### src/rtl/falling_sand_grid_sweep_unit_assert.svh
// Assertion macros for the falling sand grid sweep unit.
// Expects signals clk and rst in the scope of use.
`ifndef FALLING_SAND_GRID_SWEEP_UNIT_ASSERT_SVH
`define FALLING_SAND_GRID_SWEEP_UNIT_ASSERT_SVH

// same-cycle implication
`define FSGS_ASSERT_SAME(lbl, ante, cons) \
  lbl: assert property (@(posedge clk) disable iff (rst) (ante) |-> (cons)) \
    else $error("fsgs assertion failed");

// next-cycle implication
`define FSGS_ASSERT_NEXT(lbl, ante, cons) \
  lbl: assert property (@(posedge clk) disable iff (rst) (ante) |=> (cons)) \
    else $error("fsgs assertion failed");

`endif

### src/rtl/fsgs_pkg.sv
// Shared types and constants of the falling sand grid sweep unit.
// No dependencies.
package fsgs_pkg;

  localparam logic [1:0] MAT_BLANK = 2'd0;
  localparam logic [1:0] MAT_SAND  = 2'd1;
  localparam logic [1:0] MAT_WATER = 2'd2;
  localparam logic [1:0] MAT_ROCK  = 2'd3;

  localparam logic [1:0] FUNC_PAINT = 2'd0;
  localparam logic [1:0] FUNC_SWEEP = 2'd1;
  localparam logic [1:0] FUNC_READ  = 2'd2;

  localparam logic [15:0] SEED_DEFAULT = 16'd44257;
  localparam logic [15:0] LFSR_TAPS    = 16'hB400;

  typedef struct packed {
    logic [1:0] func;
    logic [7:0] col;
    logic [6:0] row;
    logic [1:0] material;
  } in_item_t;

  typedef struct packed {
    logic [1:0] cell_material;
    logic       is_read_answer;
  } out_item_t;

  typedef struct packed {
    logic idle;
    logic done;
  } eng_stat_t;

endpackage

### src/rtl/fsgs_rng.sv
// 16-bit Galois LFSR supplying one direction bit per draw.
// Depends on fsgs_pkg.
module fsgs_rng (
  input  logic        clk,
  input  logic        rst,
  input  logic        seed_we,
  input  logic [15:0] seed,
  input  logic        step,
  output logic        bit_out
);

  logic [15:0] shift;

  always_ff @(posedge clk) begin
    if (rst) begin
      shift <= fsgs_pkg::SEED_DEFAULT;
    end else if (seed_we) begin
      shift <= (seed == 16'd0) ? fsgs_pkg::SEED_DEFAULT : seed;
    end else if (step) begin
      shift <= (shift >> 1) ^ (shift[0] ? fsgs_pkg::LFSR_TAPS : 16'd0);
    end
  end

  assign bit_out = shift[0];

endmodule

### config.mk
export PLATFORM = sky130hd
export DESIGN_NAME = fsgs_rng
export DESIGN_NICKNAME = d
export VERILOG_FILES = /design/src/rtl/falling_sand_grid_sweep_unit_assert.svh /design/src/rtl/fsgs_pkg.sv /design/src/rtl/fsgs_rng.sv
export SDC_FILE = /design/constraint.sdc
export NUM_CORES = 1
export LEC_CHECK = 0
export BUFFER_PORTS_ARGS = -buffer_cell sky130_fd_sc_hd__buf_2
export CORE_MARGIN = 3
export CORE_UTILIZATION = 51
export CTS_CLUSTER_DIAMETER = 200
export DETAILED_ROUTE_END_ITERATION = 8
export GPL_ROUTABILITY_DRIVEN = 0
export PLACE_DENSITY = 0.89
export SKIP_CTS_REPAIR_TIMING = 1
export SYNTH_ARGS = -nofsm -noshare
export SYNTH_HDL_FRONTEND = slang
export SYNTH_SLANG_ARGS = --single-unit
### constraint.sdc
create_clock -name clk -period 1.2 [get_ports clk]
set_input_delay 0.24 -clock clk [delete_from_list [all_inputs] [get_ports clk]]
set_output_delay 0.24 -clock clk [all_outputs]
set_load 0.02 [all_outputs]
==> results of run 1 <==
## layout make-up
type                            instances  area share [%]
Tap cell                               16            1.94
Sequential cell                        16            31.1
Multi-Input combinational cell         65            48.5
Timing Repair Buffer                   29            16.2
Clock buffer                            3            2.18
## synthesized netlist by cell type (2+ instances only)
master and number:
nor2_1 10, a21oi_1 13, buf_2 3, mux2i_1 9, dfxtp_1 16, nor3b_1 8, clkbuf_1 2, a22oi_1 8
xor2_1 2, nor4_2 3, mux2_2 7
## kinds of logic after synthesis
family,Yosys count,synth area share (%)
buf+inv,7,6.14
compound gates,22,15.3
mux,16,19.3
simple gates,24,19.7
flops,16,36.6
xor+xnor,3,3.00
## path summary, 6_finish.rpt
path                            slack (ns)   endpoint     start  cells past startpoint
worst min register to register        0.56   shift[6]  shift[7]                      2
worst min-delay path                  0.23  shift[14]  seed[14]                      3
worst max-delay path                  0.07    bit_out  shift[0]                      1
worst max register to register        0.20  shift[12]  shift[0]                      3
## worst min-delay path, stage by stage
cell and delay (ns):
buf_2 0.09, mux2i_1 0.06, nor2_1 0.08
## power by group
part	total (W)	internal, W	leakage, nW	switching [W]
clock	0.000275	0.000116	0.0138	0.000158
combinational	0.000242	0.000125	0.303	0.000117
sequential	0.000604	0.000575	0.133	0.0000291
## per-stage QoR
step	setup TNS (ns)	util [%]	hold slack [ns]	setup slack [ns]
detailed placement	-0.564	64.8	0.518	-0.0785
global route	0	66.3	0.225	0.0291
floorplan	0	-	0.376	0.0604
CTS	-0.0191	66.2	0.227	-0.0191
global placement	-0.184	64.8	0.499	-0.0290
finish	0	66.3	0.226	0.0743
## per-layer routing
layer | GRT usage (%) | share of wire, % | up-vias
li1 | - | - | 377
met4 | 8.29 | 1.5 | 0
met5 | 0 | 0 | -
met1 | 27.9 | 42 | 363
met2 | 33.7 | 49 | 29
met3 | 4.51 | 6.8 | 5
==> summary.md, run 1 <==
| Metric | Value |
|---|---|
| Worst vdd ir | `0.517 mV` |
| Layout Nets | `135` |
| Fin cells | `129` |
| Reg with most FFs | `shift` |
| Initial Util | `56.2%` |
| Register bit count reported by yosys | `16` |
| TritonCTS clock tree | `yes` |
| Commonest non-fill, non-tap cells in the layout | `buf_2, dfxtp_1, a21oi_1, nor2_1` |
| Max-cap viol count | `0` |
| WL final | `around 2000 µm` |
| CP Cell Sequence | `buf_2` |
| Area grow syn2layout | `18.0%` |
| Synth top area share | `36.6%` |
| Post-place instance area | `1010 µm²` |
| Startpoint Class | `flip-flop` |
| Port bufs | `20` |
| TritonCTS Buffers | `3` |
| # setup viols final | `0` |
| Cell variety after synth | `18` |
| Post-DP HPWL | `1520 µm` |
| Yosys warns | `0` |
| Worst hold path type | `in2reg` |
| Slowest stage delay, CP | `0.41 ns` |
| Mapped Area | `876 µm²` |
| CP max FO | `6` |
| Synth async-reset ratio | `0%` |
| Synthesized net count | `108` |
| FP Rows | `14` |
| H-tree levels | `1` |
| Final antenna-violating net count | `0` |
| Cell area after layout | `around 1000 µm²` |
| Ys flop type | `dfxtp_1` |
| Antenna violations before repair | `0` |
| RSZ-0062 raised after global routing | `false` |
| Crit-path slowest cell | `dfxtp_2` |
| Worst path bufs/invs | `1` |
| Via/cell ratio | `6.00` |
| Worst slew margin | `between 70 and 80%` |
| Vias in the first global route | `711` |
| Post-synth EDFFs | `0` |
| Clk_lat worst skew | `around 0.29 ns` |
| Post-synthesis sequential area ratio | `36.6%` |
| Status | `finished clean` |
| Hold Vio Cnt, Final | `0` |
| Top area cells in the synthesized netlist | `dfxtp_1, mux2i_1, mux2_2` |
| Worst Tran Pin Value | `0.383 ns` |
| Chip height | `~47 µm` |
| WS Path Type | `reg2out` |
| FF/Latch Area | `322 µm²` |
| Clk sink count | `16` |
| Clk slew on worst S/H paths | `0.09 ns` |
| Multi-input logic area | `502 µm²` |
| Required time of the critical path | `0.96 ns` |
| Synth Instances | `88` |
| Clk buf depth | `2` |
| Synthesized area per cell | `9.95 µm²` |
| Layout cells sized above 1 | `39.8%` |
| Most area-hungry cell type in the Yosys netlist | `dfxtp_1` |
| Via Count | `between 700 and 800` |
| First-pass GRT wire length | `approximately 3300 µm` |
| DRT iter0 DRCs | `48` |
| Routed len/inst | `around 16 µm` |
| DR pass1 iterations | `5` |
| Final Cycle Share | `93.8%` |
| CP top delay family | `flip-flops` |
| Data arrival, critical path | `about 0.89 ns` |
| Peak Freq | `888 MHz` |
| Antenna diodes | `0` |
| Die Area | `2250 µm²` |
| Die width | `between 40 and 50 µm` |
| IO Pins | `21` |
| Clock root buffer | `clkbuf_4` |
| P_leak | `0.450 nW` |
| Biggest regs | `shift (16)` |
| Core area | `~1600 µm²` |
| Max reg flops | `16` |
| Final max-slew violation count | `0` |
| Clock skew | `between 0.01 and 0.015 ns` |
| CP Capture Type | `output port` |
| Commonest non-fill, non-tap cell in the layout | `buf_2` |
| GRT overflow | `0` |
| Largest net degree at the start of global routing | `24` |
| P per Cell Area | `1080 nW/µm²` |
| Drt drc | `0` |
| # fillers | `128` |
| Minimum clock period after layout | `1.13 ns` |
| Design Power | `about 0.0011 W` |
| Placed instance count | `126` |
| All-Layer GR Usage | `21.2%` |
Power figures use the tool's default switching activity.
==> run 2: changes to the inputs <==
--- a/config.mk
+++ b/config.mk
@@ -7,11 +7,12 @@
 export LEC_CHECK = 0
 export BUFFER_PORTS_ARGS = -buffer_cell sky130_fd_sc_hd__buf_2
 export CORE_MARGIN = 3
-export CORE_UTILIZATION = 51
+export CORE_UTILIZATION = 47
+export CTS_BUF_LIST = sky130_fd_sc_hd__clkbuf_8
 export CTS_CLUSTER_DIAMETER = 200
 export DETAILED_ROUTE_END_ITERATION = 8
 export GPL_ROUTABILITY_DRIVEN = 0
-export PLACE_DENSITY = 0.89
+export PLACE_DENSITY = 0.83
 export SKIP_CTS_REPAIR_TIMING = 1
 export SYNTH_ARGS = -nofsm -noshare
 export SYNTH_HDL_FRONTEND = slang
==> summary.md, run 2 (synthesized netlist as in run 1, its figures left out) <==
| Metric | Value |
|---|---|
| Largest net degree at the start of global routing | `24 (unchanged)` |
| Commonest non-fill, non-tap cell in the layout | `buf_2 (unchanged)` |
| P_int | `0.000987 W (was 0.000816 W)` |
| Clk pwr share | `36.4% (was 24.5%)` |
| Biggest regs | `shift (16) (unchanged)` |
| Slowest stage delay, CP | `0.40 ns (was 0.41 ns)` |
| Clk sink count | `16 (unchanged)` |
| Cell area after layout | `1060 µm² (was 1030 µm²)` |
| Clk_lat worst skew | `0.25 ns (was 0.29 ns)` |
| Crit-path slowest cell | `dfxtp_2 (unchanged)` |
| Switch Pwr | `0.000330 W (was 0.000304 W)` |
| Hold Vio Cnt, Final | `0 (unchanged)` |
| DRT iter0 DRCs | `5 (was 48)` |
| Max-cap viol count | `0 (unchanged)` |
| Startpoint Class | `flip-flop (unchanged)` |
| All-Layer GR Usage | `18.1% (was 21.2%)` |
| Area grow syn2layout | `21.1% (was 18.0%)` |
| TritonCTS Buffers | `3 (unchanged)` |
| Post-DP HPWL | `1410 µm (was 1520 µm)` |
| Die Area | `2420 µm² (was 2250 µm²)` |
| Chip height | `49.2 µm (was 47.4 µm)` |
| Clk buf depth | `2 (unchanged)` |
| CP Cell Sequence | `buf_2 (unchanged)` |
| Placed instance count | `132 (was 126)` |
| CP Capture Type | `output port (unchanged)` |
| WS Path Type | `reg2out (unchanged)` |
| Final antenna-violating net count | `0 (unchanged)` |
| Die width | `49.2 µm (was 47.4 µm)` |
| Antenna diodes | `0 (unchanged)` |
| Required time of the critical path | `0.96 ns (about the same)` |
| Fin cells | `136 (was 129)` |
| Clk slew on worst S/H paths | `0.06 ns (was 0.09 ns)` |
| Max reg flops | `16 (unchanged)` |
| Peak Freq | `923 MHz (was 888 MHz)` |
| Via/cell ratio | `5.42 (was 6.00)` |
| CP top delay family | `flip-flops (unchanged)` |
| CP startpoint | `shift[0] (unchanged)` |
| CP max FO | `6 (unchanged)` |
| IO Pins | `21 (unchanged)` |
| Worst path bufs/invs | `1 (unchanged)` |
| WL final | `1980 µm (was 2030 µm)` |
| Hold path start | `seed[1] (was seed[14])` |
| Initial Util | `53.8% (was 56.2%)` |
| Commonest non-fill, non-tap cells in the layout | `buf_2, dfxtp_1, a21oi_1, nor2_1, mux2i_1 (was buf_2, dfxtp_1, a21oi_1, nor2_1)` |
| Layout Nets | `133 (was 135)` |
| Worst slew margin | `73.0% (was 74.4%)` |
| Worst Tran Pin Value | `0.405 ns (was 0.383 ns)` |
| Post-layout util | `65.1% (was 66.3%)` |
| Antenna violations before repair | `0 (unchanged)` |
| Layout cells sized above 1 | `39.3% (was 39.8%)` |
| Via Count | `737 (was 774)` |
| P_leak | `0.455 nW (was 0.450 nW)` |
| Final max-slew violation count | `0 (unchanged)` |
| TritonCTS clock tree | `yes (unchanged)` |
| Post-place instance area | `1000 µm² (was 1010 µm²)` |
| Seq pwr share | `45.8% (was 53.9%)` |
| Worst hold path type | `in2reg (unchanged)` |
| P per Cell Area | `1240 nW/µm² (was 1080 nW/µm²)` |
| Routed len/inst | `14.6 µm (was 15.8 µm)` |
| Reg with most FFs | `shift (unchanged)` |
| Clock skew | `0.00104 ns (was 0.0107 ns)` |
| Sw Share | `25.1% (was 27.2%)` |
| RSZ-0062 raised after global routing | `false (unchanged)` |
| GRT overflow | `0 (unchanged)` |
| DR pass1 iterations | `4 (was 5)` |
| Core area | `1630 µm² (was 1560 µm²)` |
| Combinational share of power | `17.7% (was 21.6%)` |
| H-tree levels | `1 (unchanged)` |
| FP Rows | `14 (unchanged)` |
| Design Power | `0.00132 W (was 0.00112 W)` |
| Reg2reg start | `shift[0] (unchanged)` |
| # setup viols final | `0 (unchanged)` |
| Worst vdd ir | `0.787 mV (was 0.517 mV)` |
| Drt drc | `0 (unchanged)` |
| Status | `finished clean (unchanged)` |
| Clock root buffer | `clkbuf_8 (was clkbuf_4)` |
| Final Cycle Share | `90.3% (was 93.8%)` |
| Vias in the first global route | `723 (was 711)` |
| Data arrival, critical path | `0.84 ns (was 0.89 ns)` |
| Port bufs | `20 (unchanged)` |
| Worst hold slack | `0.251 ns (was 0.226 ns)` |
| First-pass GRT wire length | `3310 µm (was 3260 µm)` |
| Minimum clock period after layout | `1.08 ns (was 1.13 ns)` |
run 2: cell type report:
cell class | instances | area (µm²)
Timing Repair Buffer | 27 | 153
Multi-Input combinational cell | 65 | 502
Tap cell | 24 | 30.0
Sequential cell | 16 | 322
Clock buffer | 4 | 55.1
Fill cell | 140 | 568
run 2: worst paths after layout:
path         depth (start not counted)   endpoint  slack [ns]
min reg2reg                          2   shift[7]        0.57
min                                  3   shift[1]        0.25
max                                  1    bit_out        0.12
max reg2reg                          3  shift[12]        0.22
run 2: power by group through the flow:
stage	Combinational, W	Clock (W)	Sequential [W]
floorplan	0.000158	0	0.000605
global placement	0.000223	0	0.000612
detailed placement	0.000231	0	0.000614
CTS	0.000234	0.000481	0.000603
global route	0.000260	0.000511	0.000609
finish	0.000234	0.000480	0.000604
run 2: metrics by stage:
| stage | worst slack [ns] | setup TNS (ns) |
|---|---|---|
| after floorplan | 0.0604 | 0 |
| after global placement | -0.00612 | -0.0361 |
| after detailed placement | -0.0544 | -0.312 |
| after CTS | 0.0104 | 0 |
| after global routing | 0.0549 | 0 |
| final | 0.117 | 0 |
run 2: per-layer routing:
metal | up-vias | share of wire, % | wire length, µm | global-route usage, %
met5 | - | 0 | 0 | 0
met4 | 0 | 3.7 | 73 | 11.8
met3 | 8 | 3.4 | 68 | 3.98
met2 | 19 | 47 | 931 | 26.1
met1 | 337 | 46 | 907 | 23.8
li1 | 373 | - | - | -
