File: src/rtl/falling_sand_grid_sweep_unit_assert.svh
// Assertion macros for the falling sand grid sweep unit.
// Expects signals clk and rst in the scope of use.
`ifndef FALLING_SAND_GRID_SWEEP_UNIT_ASSERT_SVH
`define FALLING_SAND_GRID_SWEEP_UNIT_ASSERT_SVH

// same-cycle implication
`define FSGS_ASSERT_SAME(lbl, ante, cons) \
  lbl: assert property (@(posedge clk) disable iff (rst) (ante) |-> (cons)) \
    else $error("fsgs assertion failed");

// next-cycle implication
`define FSGS_ASSERT_NEXT(lbl, ante, cons) \
  lbl: assert property (@(posedge clk) disable iff (rst) (ante) |=> (cons)) \
    else $error("fsgs assertion failed");

`endif

File: src/rtl/fsgs_pkg.sv
// Shared types and constants of the falling sand grid sweep unit.
// No dependencies.
package fsgs_pkg;

  localparam logic [1:0] MAT_BLANK = 2'd0;
  localparam logic [1:0] MAT_SAND  = 2'd1;
  localparam logic [1:0] MAT_WATER = 2'd2;
  localparam logic [1:0] MAT_ROCK  = 2'd3;

  localparam logic [1:0] FUNC_PAINT = 2'd0;
  localparam logic [1:0] FUNC_SWEEP = 2'd1;
  localparam logic [1:0] FUNC_READ  = 2'd2;

  localparam logic [15:0] SEED_DEFAULT = 16'd44257;
  localparam logic [15:0] LFSR_TAPS    = 16'hB400;

  typedef struct packed {
    logic [1:0] func;
    logic [7:0] col;
    logic [6:0] row;
    logic [1:0] material;
  } in_item_t;

  typedef struct packed {
    logic [1:0] cell_material;
    logic       is_read_answer;
  } out_item_t;

  typedef struct packed {
    logic idle;
    logic done;
  } eng_stat_t;

endpackage

File: src/rtl/fsgs_engine.sv
// Sequencer: clearing pass, paint, read and sweep over the grid memory port.
// Depends on fsgs_pkg.
module fsgs_engine #(
  parameter int GRID_COLUMNS = 256,
  parameter int GRID_ROWS    = 128,
  parameter int COL_W        = 8,
  parameter int ROW_W        = 7
) (
  input  logic                     clk,
  input  logic                     rst,
  input  logic                     start,
  input  fsgs_pkg::in_item_t       item,
  input  logic                     take,
  input  logic                     rnd,
  output logic                     draw,
  output fsgs_pkg::out_item_t      result,
  output fsgs_pkg::eng_stat_t      stat,
  output logic                     mem_en,
  output logic                     mem_we,
  output logic [ROW_W+COL_W-1:0]   mem_addr,
  output logic [1:0]               mem_wdata,
  input  logic [1:0]               mem_rdata
);

  localparam int AW = ROW_W + COL_W;
  localparam logic [COL_W-1:0] X_LAST = COL_W'(GRID_COLUMNS - 1);
  localparam logic [ROW_W-1:0] Y_LAST = ROW_W'(GRID_ROWS - 1);

  localparam logic [3:0] ST_CLR   = 4'd0;
  localparam logic [3:0] ST_IDLE  = 4'd1;
  localparam logic [3:0] ST_PAINT = 4'd2;
  localparam logic [3:0] ST_RQ    = 4'd3;
  localparam logic [3:0] ST_RC    = 4'd4;
  localparam logic [3:0] ST_RD    = 4'd5;
  localparam logic [3:0] ST_DEC   = 4'd6;
  localparam logic [3:0] ST_WR    = 4'd7;
  localparam logic [3:0] ST_NEXT  = 4'd8;
  localparam logic [3:0] ST_DONE  = 4'd9;

  // neighborhood slots, fetched in this order
  localparam logic [2:0] NB_C   = 3'd0;
  localparam logic [2:0] NB_B   = 3'd1;
  localparam logic [2:0] NB_L   = 3'd2;
  localparam logic [2:0] NB_R   = 3'd3;
  localparam logic [2:0] NB_BL  = 3'd4;
  localparam logic [2:0] NB_BR  = 3'd5;
  localparam logic [2:0] NB_CNT = 3'd6;

  localparam logic [1:0] WS_T = 2'd0;
  localparam logic [1:0] WS_S = 2'd1;
  localparam logic [1:0] WS_C = 2'd2;

  logic [3:0]       state;
  logic [AW-1:0]    clr_addr;
  logic [COL_W-1:0] x;
  logic [ROW_W-1:0] y;
  logic             left_first;
  logic             in_grid;
  logic [1:0]       paint_val;
  logic [2:0]       k;
  logic             pend;
  logic [2:0]       pk;
  logic [1:0]       nb [0:5];
  logic [1:0]       wstep;
  logic             t_en, s_en, c_en;
  logic [AW-1:0]    t_addr, s_addr;
  logic [1:0]       t_val, s_val, c_val;

  logic [COL_W-1:0] xl, xr;
  logic [ROW_W-1:0] yb;
  logic             hb, lok, rok, f_ok, s2_ok, below_blank;
  logic [1:0]       f_side, f_diag, s2_side, s2_diag;
  logic [AW-1:0]    f_saddr, f_daddr, s2_saddr, s2_daddr, rd_addr;
  logic             d_t_en, d_s_en, d_c_en;
  logic [AW-1:0]    d_t_addr, d_s_addr;
  logic [1:0]       d_t_val, d_s_val, d_c_val;
  logic             last_col;

  assign xl = x - COL_W'(1);
  assign xr = x + COL_W'(1);
  assign yb = y + ROW_W'(1);
  assign hb  = (y != Y_LAST);
  assign lok = (x != '0);
  assign rok = (x != X_LAST);
  assign below_blank = hb && (nb[NB_B] == fsgs_pkg::MAT_BLANK);

  // first and second choice of side, picked by the drawn bit
  assign f_ok     = rnd ? rok : lok;
  assign s2_ok    = rnd ? lok : rok;
  assign f_side   = rnd ? nb[NB_R] : nb[NB_L];
  assign s2_side  = rnd ? nb[NB_L] : nb[NB_R];
  assign f_diag   = rnd ? nb[NB_BR] : nb[NB_BL];
  assign s2_diag  = rnd ? nb[NB_BL] : nb[NB_BR];
  assign f_saddr  = rnd ? {y, xr} : {y, xl};
  assign s2_saddr = rnd ? {y, xl} : {y, xr};
  assign f_daddr  = rnd ? {yb, xr} : {yb, xl};
  assign s2_daddr = rnd ? {yb, xl} : {yb, xr};

  assign draw = (state == ST_DEC) && !below_blank;
  assign last_col = left_first ? (x == X_LAST) : (x == '0);

  always_comb begin
    case (k)
      NB_C:    rd_addr = {y, x};
      NB_B:    rd_addr = {yb, x};
      NB_L:    rd_addr = {y, xl};
      NB_R:    rd_addr = {y, xr};
      NB_BL:   rd_addr = {yb, xl};
      NB_BR:   rd_addr = {yb, xr};
      default: rd_addr = {y, x};
    endcase
  end

  // move decision for the cell under visit
  always_comb begin
    d_t_en = 1'b0; d_t_addr = {yb, x}; d_t_val = fsgs_pkg::MAT_BLANK;
    d_s_en = 1'b0; d_s_addr = f_saddr; d_s_val = fsgs_pkg::MAT_WATER;
    d_c_en = 1'b0; d_c_val = fsgs_pkg::MAT_BLANK;
    if (below_blank) begin
      d_t_en  = 1'b1;
      d_t_val = nb[NB_C];
      d_c_en  = 1'b1;
    end else if (nb[NB_C] == fsgs_pkg::MAT_SAND) begin
      if (hb && nb[NB_B] == fsgs_pkg::MAT_WATER) begin
        // sand sinks, displaced water goes sideways or takes the sand's place
        d_t_en  = 1'b1;
        d_t_val = fsgs_pkg::MAT_SAND;
        d_c_en  = 1'b1;
        if (f_ok && f_side == fsgs_pkg::MAT_BLANK) begin
          d_s_en = 1'b1;
        end else if (s2_ok && s2_side == fsgs_pkg::MAT_BLANK) begin
          d_s_en   = 1'b1;
          d_s_addr = s2_saddr;
        end else begin
          d_c_val = fsgs_pkg::MAT_WATER;
        end
      end else if (hb && f_ok && (f_diag == fsgs_pkg::MAT_BLANK ||
                   f_diag == fsgs_pkg::MAT_WATER) && f_side != fsgs_pkg::MAT_ROCK) begin
        d_t_en = 1'b1; d_t_addr = f_daddr; d_t_val = fsgs_pkg::MAT_SAND;
        d_c_en = 1'b1; d_c_val = f_diag;
      end else if (hb && s2_ok && (s2_diag == fsgs_pkg::MAT_BLANK ||
                   s2_diag == fsgs_pkg::MAT_WATER) && s2_side != fsgs_pkg::MAT_ROCK) begin
        d_t_en = 1'b1; d_t_addr = s2_daddr; d_t_val = fsgs_pkg::MAT_SAND;
        d_c_en = 1'b1; d_c_val = s2_diag;
      end
    end else begin
      if (hb && f_ok && f_diag == fsgs_pkg::MAT_BLANK && f_side != fsgs_pkg::MAT_ROCK) begin
        d_t_en = 1'b1; d_t_addr = f_daddr; d_t_val = fsgs_pkg::MAT_WATER;
        d_c_en = 1'b1;
      end else if (hb && s2_ok && s2_diag == fsgs_pkg::MAT_BLANK &&
                   s2_side != fsgs_pkg::MAT_ROCK) begin
        d_t_en = 1'b1; d_t_addr = s2_daddr; d_t_val = fsgs_pkg::MAT_WATER;
        d_c_en = 1'b1;
      end else if (f_ok && f_side == fsgs_pkg::MAT_BLANK) begin
        d_s_en = 1'b1;
        d_c_en = 1'b1;
      end else if (s2_ok && s2_side == fsgs_pkg::MAT_BLANK) begin
        d_s_en = 1'b1; d_s_addr = s2_saddr;
        d_c_en = 1'b1;
      end
    end
  end

  // memory port
  always_comb begin
    mem_en = 1'b0; mem_we = 1'b0; mem_addr = {y, x}; mem_wdata = paint_val;
    case (state)
      ST_CLR: begin
        mem_en = 1'b1; mem_we = 1'b1; mem_addr = clr_addr;
        mem_wdata = fsgs_pkg::MAT_BLANK;
      end
      ST_PAINT: begin
        mem_en = in_grid; mem_we = in_grid;
      end
      ST_RQ: begin
        mem_en = 1'b1;
      end
      ST_RD: begin
        mem_en = (k < NB_CNT); mem_addr = rd_addr;
      end
      ST_WR: begin
        case (wstep)
          WS_T: begin
            mem_en = t_en; mem_we = t_en; mem_addr = t_addr; mem_wdata = t_val;
          end
          WS_S: begin
            mem_en = s_en; mem_we = s_en; mem_addr = s_addr; mem_wdata = s_val;
          end
          default: begin
            mem_en = c_en; mem_we = c_en; mem_wdata = c_val;
          end
        endcase
      end
      default: ;
    endcase
  end

  always_ff @(posedge clk) begin
    if (rst) begin
      state      <= ST_CLR;
      clr_addr   <= '0;
      left_first <= 1'b1;
      k          <= '0;
      pend       <= 1'b0;
      wstep      <= WS_T;
    end else begin
      case (state)
        ST_CLR: begin
          clr_addr <= clr_addr + AW'(1);
          if (clr_addr == '1) begin
            state <= ST_IDLE;
          end
        end
        ST_IDLE: begin
          if (start) begin
            x <= COL_W'(item.col);
            y <= ROW_W'(item.row);
            in_grid <= (32'(item.col) < GRID_COLUMNS) && (32'(item.row) < GRID_ROWS);
            paint_val <= (item.material == fsgs_pkg::MAT_SAND ||
                          item.material == fsgs_pkg::MAT_WATER) ? item.material
                                                               : fsgs_pkg::MAT_ROCK;
            result <= '0;
            case (item.func)
              fsgs_pkg::FUNC_PAINT: state <= ST_PAINT;
              fsgs_pkg::FUNC_READ:  state <= ST_RQ;
              fsgs_pkg::FUNC_SWEEP: begin
                left_first <= !left_first;
                x     <= left_first ? X_LAST : '0;
                y     <= Y_LAST;
                k     <= NB_C;
                pend  <= 1'b0;
                state <= ST_RD;
              end
              default: state <= ST_DONE;
            endcase
          end
        end
        ST_PAINT: state <= ST_DONE;
        ST_RQ:    state <= ST_RC;
        ST_RC: begin
          result.cell_material  <= in_grid ? mem_rdata : fsgs_pkg::MAT_BLANK;
          result.is_read_answer <= 1'b1;
          state <= ST_DONE;
        end
        ST_RD: begin
          if (pend) begin
            nb[pk] <= mem_rdata;
          end
          pend <= (k < NB_CNT);
          pk   <= k;
          if (k < NB_CNT) begin
            k <= k + 3'd1;
          end
          // blank and rock cells never move: skip the rest of the fetch
          if (pend && pk == NB_C && mem_rdata != fsgs_pkg::MAT_SAND &&
              mem_rdata != fsgs_pkg::MAT_WATER) begin
            state <= ST_NEXT;
          end else if (pend && pk == NB_BR) begin
            state <= ST_DEC;
          end
        end
        ST_DEC: begin
          t_en <= d_t_en; t_addr <= d_t_addr; t_val <= d_t_val;
          s_en <= d_s_en; s_addr <= d_s_addr; s_val <= d_s_val;
          c_en <= d_c_en; c_val <= d_c_val;
          wstep <= WS_T;
          state <= ST_WR;
        end
        ST_WR: begin
          if (wstep == WS_C) begin
            state <= ST_NEXT;
          end else begin
            wstep <= wstep + 2'd1;
          end
        end
        ST_NEXT: begin
          k    <= NB_C;
          pend <= 1'b0;
          if (last_col) begin
            if (y == '0) begin
              state <= ST_DONE;
            end else begin
              y     <= y - ROW_W'(1);
              x     <= left_first ? '0 : X_LAST;
              state <= ST_RD;
            end
          end else begin
            x     <= left_first ? xr : xl;
            state <= ST_RD;
          end
        end
        ST_DONE: begin
          if (take) begin
            state <= ST_IDLE;
          end
        end
        default: state <= ST_IDLE;
      endcase
    end
  end

  assign stat.idle = (state == ST_IDLE);
  assign stat.done = (state == ST_DONE);

endmodule

File: config.mk
export PLATFORM = sky130hd
export DESIGN_NAME = fsgs_engine
export DESIGN_NICKNAME = d
export VERILOG_FILES = /design/src/rtl/falling_sand_grid_sweep_unit_assert.svh /design/src/rtl/fsgs_pkg.sv /design/src/rtl/fsgs_engine.sv
export SDC_FILE = /design/constraint.sdc
export NUM_CORES = 1
export LEC_CHECK = 0
export BUFFER_PORTS_ARGS = -buffer_cell sky130_fd_sc_hd__buf_2
export CAP_MARGIN = 5
export CORE_MARGIN = 2
export CORE_UTILIZATION = 30
export CTS_BUF_LIST = sky130_fd_sc_hd__clkbuf_4 sky130_fd_sc_hd__clkbuf_8
export DETAILED_ROUTE_END_ITERATION = 10
export HOLD_SLACK_MARGIN = 0.12
export PLACE_DENSITY_LB_ADDON = 0.05
export REMOVE_ABC_BUFFERS = 1
export SLEW_MARGIN = 20
export SYNTH_ARGS = -nofsm -noshare
export SYNTH_HDL_FRONTEND = slang
export SYNTH_SLANG_ARGS = --single-unit
File: constraint.sdc
create_clock -name clk -period 5.45 [get_ports clk]
set_input_delay 0.545 -clock clk [delete_from_list [all_inputs] [get_ports clk]]
set_output_delay 0.545 -clock clk [all_outputs]
set_load 0.02 [all_outputs]
==> impl_metrics.ini, run 1 <==
[worst_hold_path]
hold_path_depth = 2
hp-start = item[1]
worstHoldEndpoint = paint_val[0]
min_path_type = in -> reg

[grt]
grt_pass1_wl_mm = 34.8
grt_usage_pct = 19.5
grt_pass1_vias = 5716
antenna_found_initial = 0
grt_max_degree = 34
grt.overflow.total = 0

[worst_setup_path]
critPathLaunch = state[0]
end_kind = output pin
r2r_start = x[0]
worstPathRequired_ps = 4910
path_max_fanout = 17
cp.arrival_ps = 3350
crit_type = reg -> out
rr_endpoint = s_addr[6]
crit_path_start_kind = flip-flop
ff2ff_path_depth = 8
ff2ff_setup_slack_ps = 1990

[floorplan]
die_area_mm2 = 0.0232
die_w_um = 152
die_y_um = 152
ios = 51
start_util_pct = 30.4
coreArea_mm2 = 0.0218
rows = 54

[synth]
ys_ff_latch = 98
synth_cell_types = 75
async_reset_ff_share_pct = 0
avgSynthCellArea_um2 = 8.85
synth_warnings = 0
ys.flop_type = edfxtp_1
syn_area_mm2 = 0.00661
synth_edf_count = 72
synth.yosys.seq_area_share_pct = 40.6
syn_inst = 747

[power_and_ir_drop]
leakagePower_nw = 2.50
total_power_mw = 2.52
p_per_area_mw_per_mm2 = 345
irDropWorstVdd_v = 0.000143

[clock_network]
insertion_delay_ps = 390
ctsHoldBuffers = 0
ctsResizeCount = 0
numCtsBuffers = 9
clk_pin_slew_ps = 100
clock_sinks = 98
h-tree-depth = 3
cts-root-buf = clkbuf_8
cts_tree = done
clockBufferDepth = 2
cts_setup_buffers = 0

[timing]
worst_slew_pin_slew_ps = 889
drv_slew = 0
fmax_mhz = 257
hold_viol = 0
grt_setup_unrepaired = no
min_period_ps = 3890
setup_viol_count_final = 0
slew_headroom_pct = 40.6
fin_crit_sh_pct = 71.4
fin_worst_skew_ps = 16.6
fin_setup_tns_ps = 0

[layout]
drive_above_1_share_pct = 12.1
design_area_mm2 = 0.00731
multi_input_comb_area_mm2 = 0.00361
diodes = 0
syn2layout_area_growth_pct = 10.6
fin_nets = 803
n_fill_cell = 2314
regArea_mm2 = 0.00268

[run_status]
status = completed

[detailed_routing]
wl_per_cell_um = 21.9
ant_nets = 0
topRoutingLayerUsed = met4
drtPass1Iterations = 7
avgViaCountPerCell = 5.62
drt-total-wl_mm = 22.9
m1WireLength_mm = 10.6
route.detailed.drc = 0
vias = 5888
dr_wl_met2_mm = 10.7
drt_iter0_markers = 386
met3_length_mm = 1.10

[place]
place.gp.congestion = 0.846
io_buffer_count = 50
place_area_mm2 = 0.00705
hpwl_mm = 17.1

[flow_run]
max_cap_violations = 0
## layout by cell type (no fill, tap or decap), types with 11 or more instances in the layout
cell type / instances
nor2_1: 77
a21oi_1: 73
edfxtp_1: 72
nand2_1: 64
buf_2: 50
o21ai_0: 44
xnor2_1: 28
nor3_1: 27
dfxtp_1: 26
inv_1: 22
nand3_1: 22
a22oi_1: 21
a221oi_1: 17
xor2_1: 16
ha_1: 14
nand2b_1: 11
mux2i_1: 11
clkbuf_8: 11
## Yosys cell counts, drive strengths merged (6+ instances only)
library cell / n / share of area (%)
nand4: 6 / 0.57
nand2: 64 / 3.6
o22ai: 10 / 0.95
and2: 7 / 0.66
nor2: 79 / 4.5
a22oi: 21 / 2.4
o21ai: 45 / 3.5
clkbuf: 38 / 2.2
or3: 8 / 0.76
a21o: 6 / 0.68
a21oi: 73 / 5.5
mux2i: 11 / 1.7
buf: 15 / 1.6
edfxtp: 72 / 33
inv: 22 / 1.2
a221oi: 17 / 2.3
a211oi: 7 / 0.80
a31oi: 8 / 0.98
a21boi: 6 / 0.68
a221o: 6 / 0.91
nor3: 29 / 2.3
xnor2: 28 / 3.7
ha: 14 / 2.7
dfxtp: 26 / 7.9
nand3: 22 / 1.7
nand2b: 11 / 1.0
xor2: 16 / 2.1
a22o: 7 / 0.93
## routing by layer
layer / GRT usage (%) / vias to the layer above
li1: - / 2803
met1: 27.0 / 2888
met2: 31.3 / 171
met3: 2.84 / 26
met4: 6.57 / 0
met5: 0 / -
## sequential cells by signal (all words and copies together), names as in the netlist, 4 cells and up
| name | cells |
|---|---|
| clr_addr | 15 |
| s_addr | 15 |
| t_addr | 15 |
| nb | 12 |
| x | 8 |
| y | 7 |
| state | 4 |
## report_power, final
part	switching [mW]	leakage (nW)	internal [mW]
Combinational	0.620	1.51	0.332
Sequential	0.101	0.859	0.850
Clock	0.289	0.130	0.333
Total	1.01	2.50	1.52
## logic make-up after synthesis
group,Yosys count,synth area share (%)
xor+xnor,44,5.83
flops,98,40.6
simple gates,260,19.3
other cells,1,0.0567
fa+ha+maj,14,2.65
mux,12,1.84
compound gates,241,24.6
buf+inv,77,5.13
## area by class of cell
type,instances,area share [%]
inverter,24,1.23
multi-input combinational,572,49.3
clock buffer,11,2.07
tap,280,4.79
timing repair buffer,58,4.42
sequential,98,36.7
clock inverter,5,1.47
## worst max-delay path by stage
stage / cells after the start / slack [ps] / endpoint
2_1_floorplan: 4 / 1860 / x[0]
3_3_place_gp: 8 / 2000 / mem_addr[1]
3_5_place_dp: 8 / 1980 / mem_addr[1]
4_1_cts: 8 / 1550 / mem_addr[1]
5_1_grt: 8 / 1280 / mem_addr[1]
6_report: 8 / 1560 / mem_addr[1]
## stage by stage
step	utilization (%)	hold WS, ps	std cells	worst slack (ps)
floorplan	-	465	694	1860
global placement	32.3	495	1031	2000
detailed placement	32.4	513	1032	1980
CTS	33.6	399	1048	1550
global route	33.6	399	1048	1280
finish	33.6	424	1048	1560
## critical path, stage by stage (launching register included)
cell and delay [ps]:
dfxtp_1 750, nand2b_1 340, or2_0 280, buf_4 200, nor2_1 430, a211oi_1 170, o21ai_0 190, a21boi_0 360
buf_2 240
(Power assumes the default switching activity.)
==> run 2, diff against run 1 <==
==> constraint.sdc (replaced) <==
create_clock -name clk -period 3.65 [get_ports clk]
set_input_delay 0.365 -clock clk [delete_from_list [all_inputs] [get_ports clk]]
set_output_delay 0.365 -clock clk [all_outputs]
set_load 0.02 [all_outputs]
==> run 2 against run 1 <==
  * Die area is the same
  * Wire length increased by 2.6%
  * Worst hold slack worse by 180 ps
  * Flip-flop and latch count unchanged
  * Combinational power increased by 62%
  * Core utilization rose by 0.68 points
  * Critical endpoint is now mem_addr[3]
  * Largest cell class unchanged
==> impl_metrics.ini, run 2 (same netlist as run 1, synthesis figures left out) <==
[run_status]
status = completed

[worst_setup_path]
end_kind = output pin
critPathBufInv = 2
path_max_fanout = 11
worstPathRequired_ps = 3280
cp.arrival_ps = 3050
crit_family = compound AO/OA/AOI/OAI gates
crit_type = reg -> out
cpMaxStageDelayCell = dfxtp_1
max_stage_delay_ps = 580
cp_cell_sequence = inv_1, ha_1, a21oi_1, nor2_1, a311oi_1, o21ai_0, a221o_1, buf_2
crit_path_start_kind = flip-flop

[timing]
grt_setup_unrepaired = no
drv_slew = 0
setup_viol_count_final = 0
hold_viol = 0
fin_worst_skew_ps = 17.6
slew_headroom_pct = 48.4
fin_setup_tns_ps = 0
fin_crit_sh_pct = 93.6
worst_slew_pin_slew_ps = 769
fmax_mhz = 293
min_period_ps = 3410

[layout]
fin_nets = 832
syn2layout_area_growth_pct = 12.9
diodes = 0
design_area_mm2 = 0.00746
final_cell_mix = 77 x nor2_1, 73 x a21oi_1, 72 x edfxtp_1, 64 x nand2_1, 50 x buf_2
reg.largest.list = clr_addr x15, s_addr x15, t_addr x15
n_fill_cell = 2279
final_common_cell = nor2_1
drive_above_1_share_pct = 15.4

[clock_network]
cts_tree = done
cts-root-buf = clkbuf_8
clockBufferDepth = 2
insertion_delay_ps = 400
clock_sinks = 98
clk_pin_slew_ps = 110
numCtsBuffers = 9
h-tree-depth = 3
ctsHoldBuffers = 0

[place]
io_buffer_count = 50
hpwl_mm = 18.1
place.gp.congestion = 0.863
place_area_mm2 = 0.00725

[grt]
gr-usage-met1_pct = 28.4
grt_pass1_vias = 5822
antenna_found_initial = 1
grt.overflow.total = 0
grt_max_degree = 38
global_route.usage.met3_pct = 3.44
globalRoute.busiestLayer = met2
grt_use_met2_pct = 32.5
grt_pass1_wl_mm = 36.1
grt_usage_pct = 20.3

[floorplan]
start_util_pct = 30.4
ios = 51
die_w_um = 152
die_area_mm2 = 0.0232
die_y_um = 152
rows = 54
coreArea_mm2 = 0.0218

[detailed_routing]
wl_per_cell_um = 21.8
route.detailed.drc = 0
avgViaCountPerCell = 5.56
vias = 5986
drt_iter0_markers = 544
ant_nets = 0
drtPass1Iterations = 6
drt-total-wl_mm = 23.5

[power_and_ir_drop]
sequentialPowerShare_pct = 37.0
switchingPower_mw = 1.55
sw_frac_of_total_pct = 42.0
p_clk_share_pct = 21.3
irDropWorstVdd_v = 0.000169
internal_power_mw = 2.15
p_per_area_mw_per_mm2 = 496
p_comb_share_pct = 41.6
leakagePower_nw = 2.61

[worst_hold_path]
min_path_type = in -> reg

[flow_run]
max_cap_violations = 0
## run 2: cell count changes in the layout (fill, tap and decap cells not counted)
cell	before	now
buf_12	1	0
bufinv_16	3	1
clkinv_4	1	0
buf_4	7	37
inv_8	0	2
clkbuf_8	11	9
nor3_4	1	0
clkinvlp_4	0	3
dfxtp_1	26	25
dfxtp_2	0	1
nor3_2	1	2
## run 2: timing repair
| item | CTS | global route |
|---|---|---|
| endpoints found under the setup margin | 0 | 1 |
| buffers inserted | 0 | 0 |
| resized for setup | 0 | 1 |
## run 2: layout make-up
type / count / area (µm²) / share of cell area (%)
sequential: 98 / 2680 / 36.0
inverter: 24 / 90.1 / 1.21
tap: 280 / 350 / 4.70
clock buffer: 9 / 124 / 1.66
multi-input combinational: 572 / 3600 / 48.3
clock inverter: 7 / 83.8 / 1.12
timing repair buffer: 87 / 528 / 7.08
## run 2: power by group through the flow
stage | logic (mW) | clock network (mW) | registers [mW]
3_5_place_dp | 1.54 | 0 | 1.39
2_1_floorplan | 0.937 | 0 | 1.40
5_1_grt | 1.68 | 0.850 | 1.38
4_1_cts | 1.55 | 0.819 | 1.37
6_report | 1.54 | 0.790 | 1.37
3_3_place_gp | 1.55 | 0 | 1.39
## run 2: path summary, 6_finish.rpt
kind | start | end | slack (ps) | cells after the start
max | k[2] | mem_addr[3] | 240 | 8
min | item[0] | paint_val[1] | 240 | 2
max reg2reg | x[0] | s_addr[3] | 580 | 7
min reg2reg | clr_addr[1] | clr_addr[1] | 530 | 2
## run 2: stage by stage
step                cells  util [%]  setup slack, ps  power (mW)  hold WS, ps
CTS                  1077      34.3              183        3.74          215
detailed placement   1061      33.3              634        2.94          508
global placement     1061      33.3              606        2.94          498
global route         1077      34.3             45.3        3.92          224
finish               1077      34.3              235        3.70          244
floorplan             694         -             56.9        2.33          434
## run 2: per-layer routing
layer / vias up / share of wire [%]
met2: 184 / 46
met3: 28 / 5.0
met1: 2907 / 47
met4: 0 / 2.0
li1: 2867 / -
met5: - / 0
==> run 3, diff against run 2 <==
--- a/config.mk
+++ b/config.mk
@@ -9,10 +9,10 @@
 export CAP_MARGIN = 5
 export CORE_MARGIN = 2
 export CORE_UTILIZATION = 30
-export CTS_BUF_LIST = sky130_fd_sc_hd__clkbuf_4 sky130_fd_sc_hd__clkbuf_8
+export CTS_BUF_LIST = sky130_fd_sc_hd__clkbuf_16
 export DETAILED_ROUTE_END_ITERATION = 10
 export HOLD_SLACK_MARGIN = 0.12
-export PLACE_DENSITY_LB_ADDON = 0.05
+export PLACE_DENSITY = 0.49
 export REMOVE_ABC_BUFFERS = 1
 export SLEW_MARGIN = 20
 export SYNTH_ARGS = -nofsm -noshare
==> run 3 against run 2 <==
  * Sequential share of layout area is 0.39 points lower
  * Die area is the same
  * Flip-flop and latch count stayed put
  * Global-route usage is 2.0 points lower
  * Non-clock buffer count down 2
  * Highest routed layer unchanged
==> impl_metrics.ini, run 3 (same netlist as run 1, synthesis figures left out) <==
[power_and_ir_drop]
irDropWorstVdd_v = 0.000224
internal_power_mw = 2.36
p_per_area_mw_per_mm2 = 517
switchingPower_mw = 1.53
leakagePower_nw = 2.66
p_comb_share_pct = 39.2
sequentialPowerShare_pct = 35.2
p_clk_share_pct = 25.7
sw_frac_of_total_pct = 39.3

[detailed_routing]
drtPass1Iterations = 5
avgViaCountPerCell = 5.55
drt_iter0_markers = 458
ant_nets = 0
route.detailed.drc = 0
vias = 5968
wl_per_cell_um = 19.9
drt-total-wl_mm = 21.4

[worst_setup_path]
crit_path_start_kind = flip-flop
crit_type = reg -> out
worstPathRequired_ps = 3280
end_kind = output pin
path_max_fanout = 11
cp.arrival_ps = 2970

[timing]
slew_headroom_pct = 39.8
fin_setup_tns_ps = 0
setup_viol_count_final = 0
drv_slew = 0
min_period_ps = 3330
fin_worst_skew_ps = 8.01
grt_setup_unrepaired = no
fmax_mhz = 300
fin_crit_sh_pct = 91.3
hold_viol = 0
worst_slew_pin_slew_ps = 900

[clock_network]
clk_pin_slew_ps = 70
insertion_delay_ps = 360
ctsHoldBuffers = 0
cts_setup_buffers = 0
clockBufferDepth = 2
cts_tree = done
numCtsBuffers = 9
h-tree-depth = 3
cts-root-buf = clkbuf_16
clock_sinks = 98
ctsResizeCount = 0

[floorplan]
start_util_pct = 30.4
die_area_mm2 = 0.0232
ios = 51
die_y_um = 152
coreArea_mm2 = 0.0218
die_w_um = 152
rows = 54

[layout]
fin_nets = 830
diodes = 0
drive_above_1_share_pct = 15.0
final_util_pct = 34.6
final_common_cell = nor2_1
syn2layout_area_growth_pct = 14.0
reg.largest.list = clr_addr x15, s_addr x15, t_addr x15
final_cell_mix = 77 x nor2_1, 73 x a21oi_1, 72 x edfxtp_1, 64 x nand2_1, 50 x buf_2

[place]
place.gp.congestion = 0.905
io_buffer_count = 50
hpwl_mm = 16.3

[worst_hold_path]
min_path_type = in -> reg

[grt]
grt_pass1_wl_mm = 33.4
grt_usage_pct = 18.4
grt_pass1_vias = 5669
antenna_found_initial = 0
grt.overflow.total = 0
grt_max_degree = 38

[run_status]
status = completed

[flow_run]
max_cap_violations = 0
run 3: changes by cell type in the layout (fill, tap and decap cells not counted), sizes merged:
cell | previous run | this run
buf | 87 | 85
inv | 25 | 27
clkinvlp | 3 | 1
run 3: path summary, 6_finish.rpt:
check,start,end,slack [ps],depth (start not counted)
max,k[2],mem_addr[3],320,8
min,item[1],paint_val[0],270,2
max reg2reg,x[1],s_addr[4],580,8
min reg2reg,wstep[0],wstep[0],520,2
run 3: power groups by stage:
stage	logic [mW]	registers [mW]	clock network (mW)
CTS	1.52	1.37	1.02
floorplan	0.937	1.40	0
global placement	1.52	1.39	0
finish	1.53	1.37	0.999
global route	1.67	1.38	1.06
detailed placement	1.52	1.39	0
run 3: through the flow:
stage | worst slack [ps] | power, mW | instance area (µm²) | hold slack (ps) | std cells
floorplan | 56.9 | 2.33 | 6360 | 434 | 694
global placement | 652 | 2.91 | 7240 | 505 | 1059
detailed placement | 613 | 2.91 | 7240 | 505 | 1059
CTS | 320 | 3.91 | 7540 | 257 | 1075
global route | 169 | 4.12 | 7540 | 276 | 1075
finish | 318 | 3.89 | 7540 | 269 | 1075
run 3: worst max-delay path, cell delays in order (launching register included):
cell	delay (ps)
dfxtp_1	540
inv_1	160
ha_1	290
a21oi_1	540
nor2_1	100
a311oi_1	260
o21ai_0	170
a221o_1	370
buf_2	180
run 3: routing by layer:
| layer | vias up | wire length (µm) | track usage, % |
|---|---|---|---|
| met1 | 2841 | 10300 | 26.7 |
| met3 | 30 | 1230 | 3.21 |
| li1 | 2866 | - | - |
| met5 | - | 0 | 0 |
| met2 | 231 | 9350 | 27.8 |
| met4 | 0 | 528 | 5.51 |
run 3: final cells by class:
class | instances | area, µm²
clock buffers | 9 | 225
clock inverters | 7 | 76.3
flip-flops and latches | 98 | 2680
inverters | 24 | 90.1
multi-input cells | 572 | 3600
repair buffers | 85 | 513
fillers | 2295 | 14200
well taps | 280 | 350
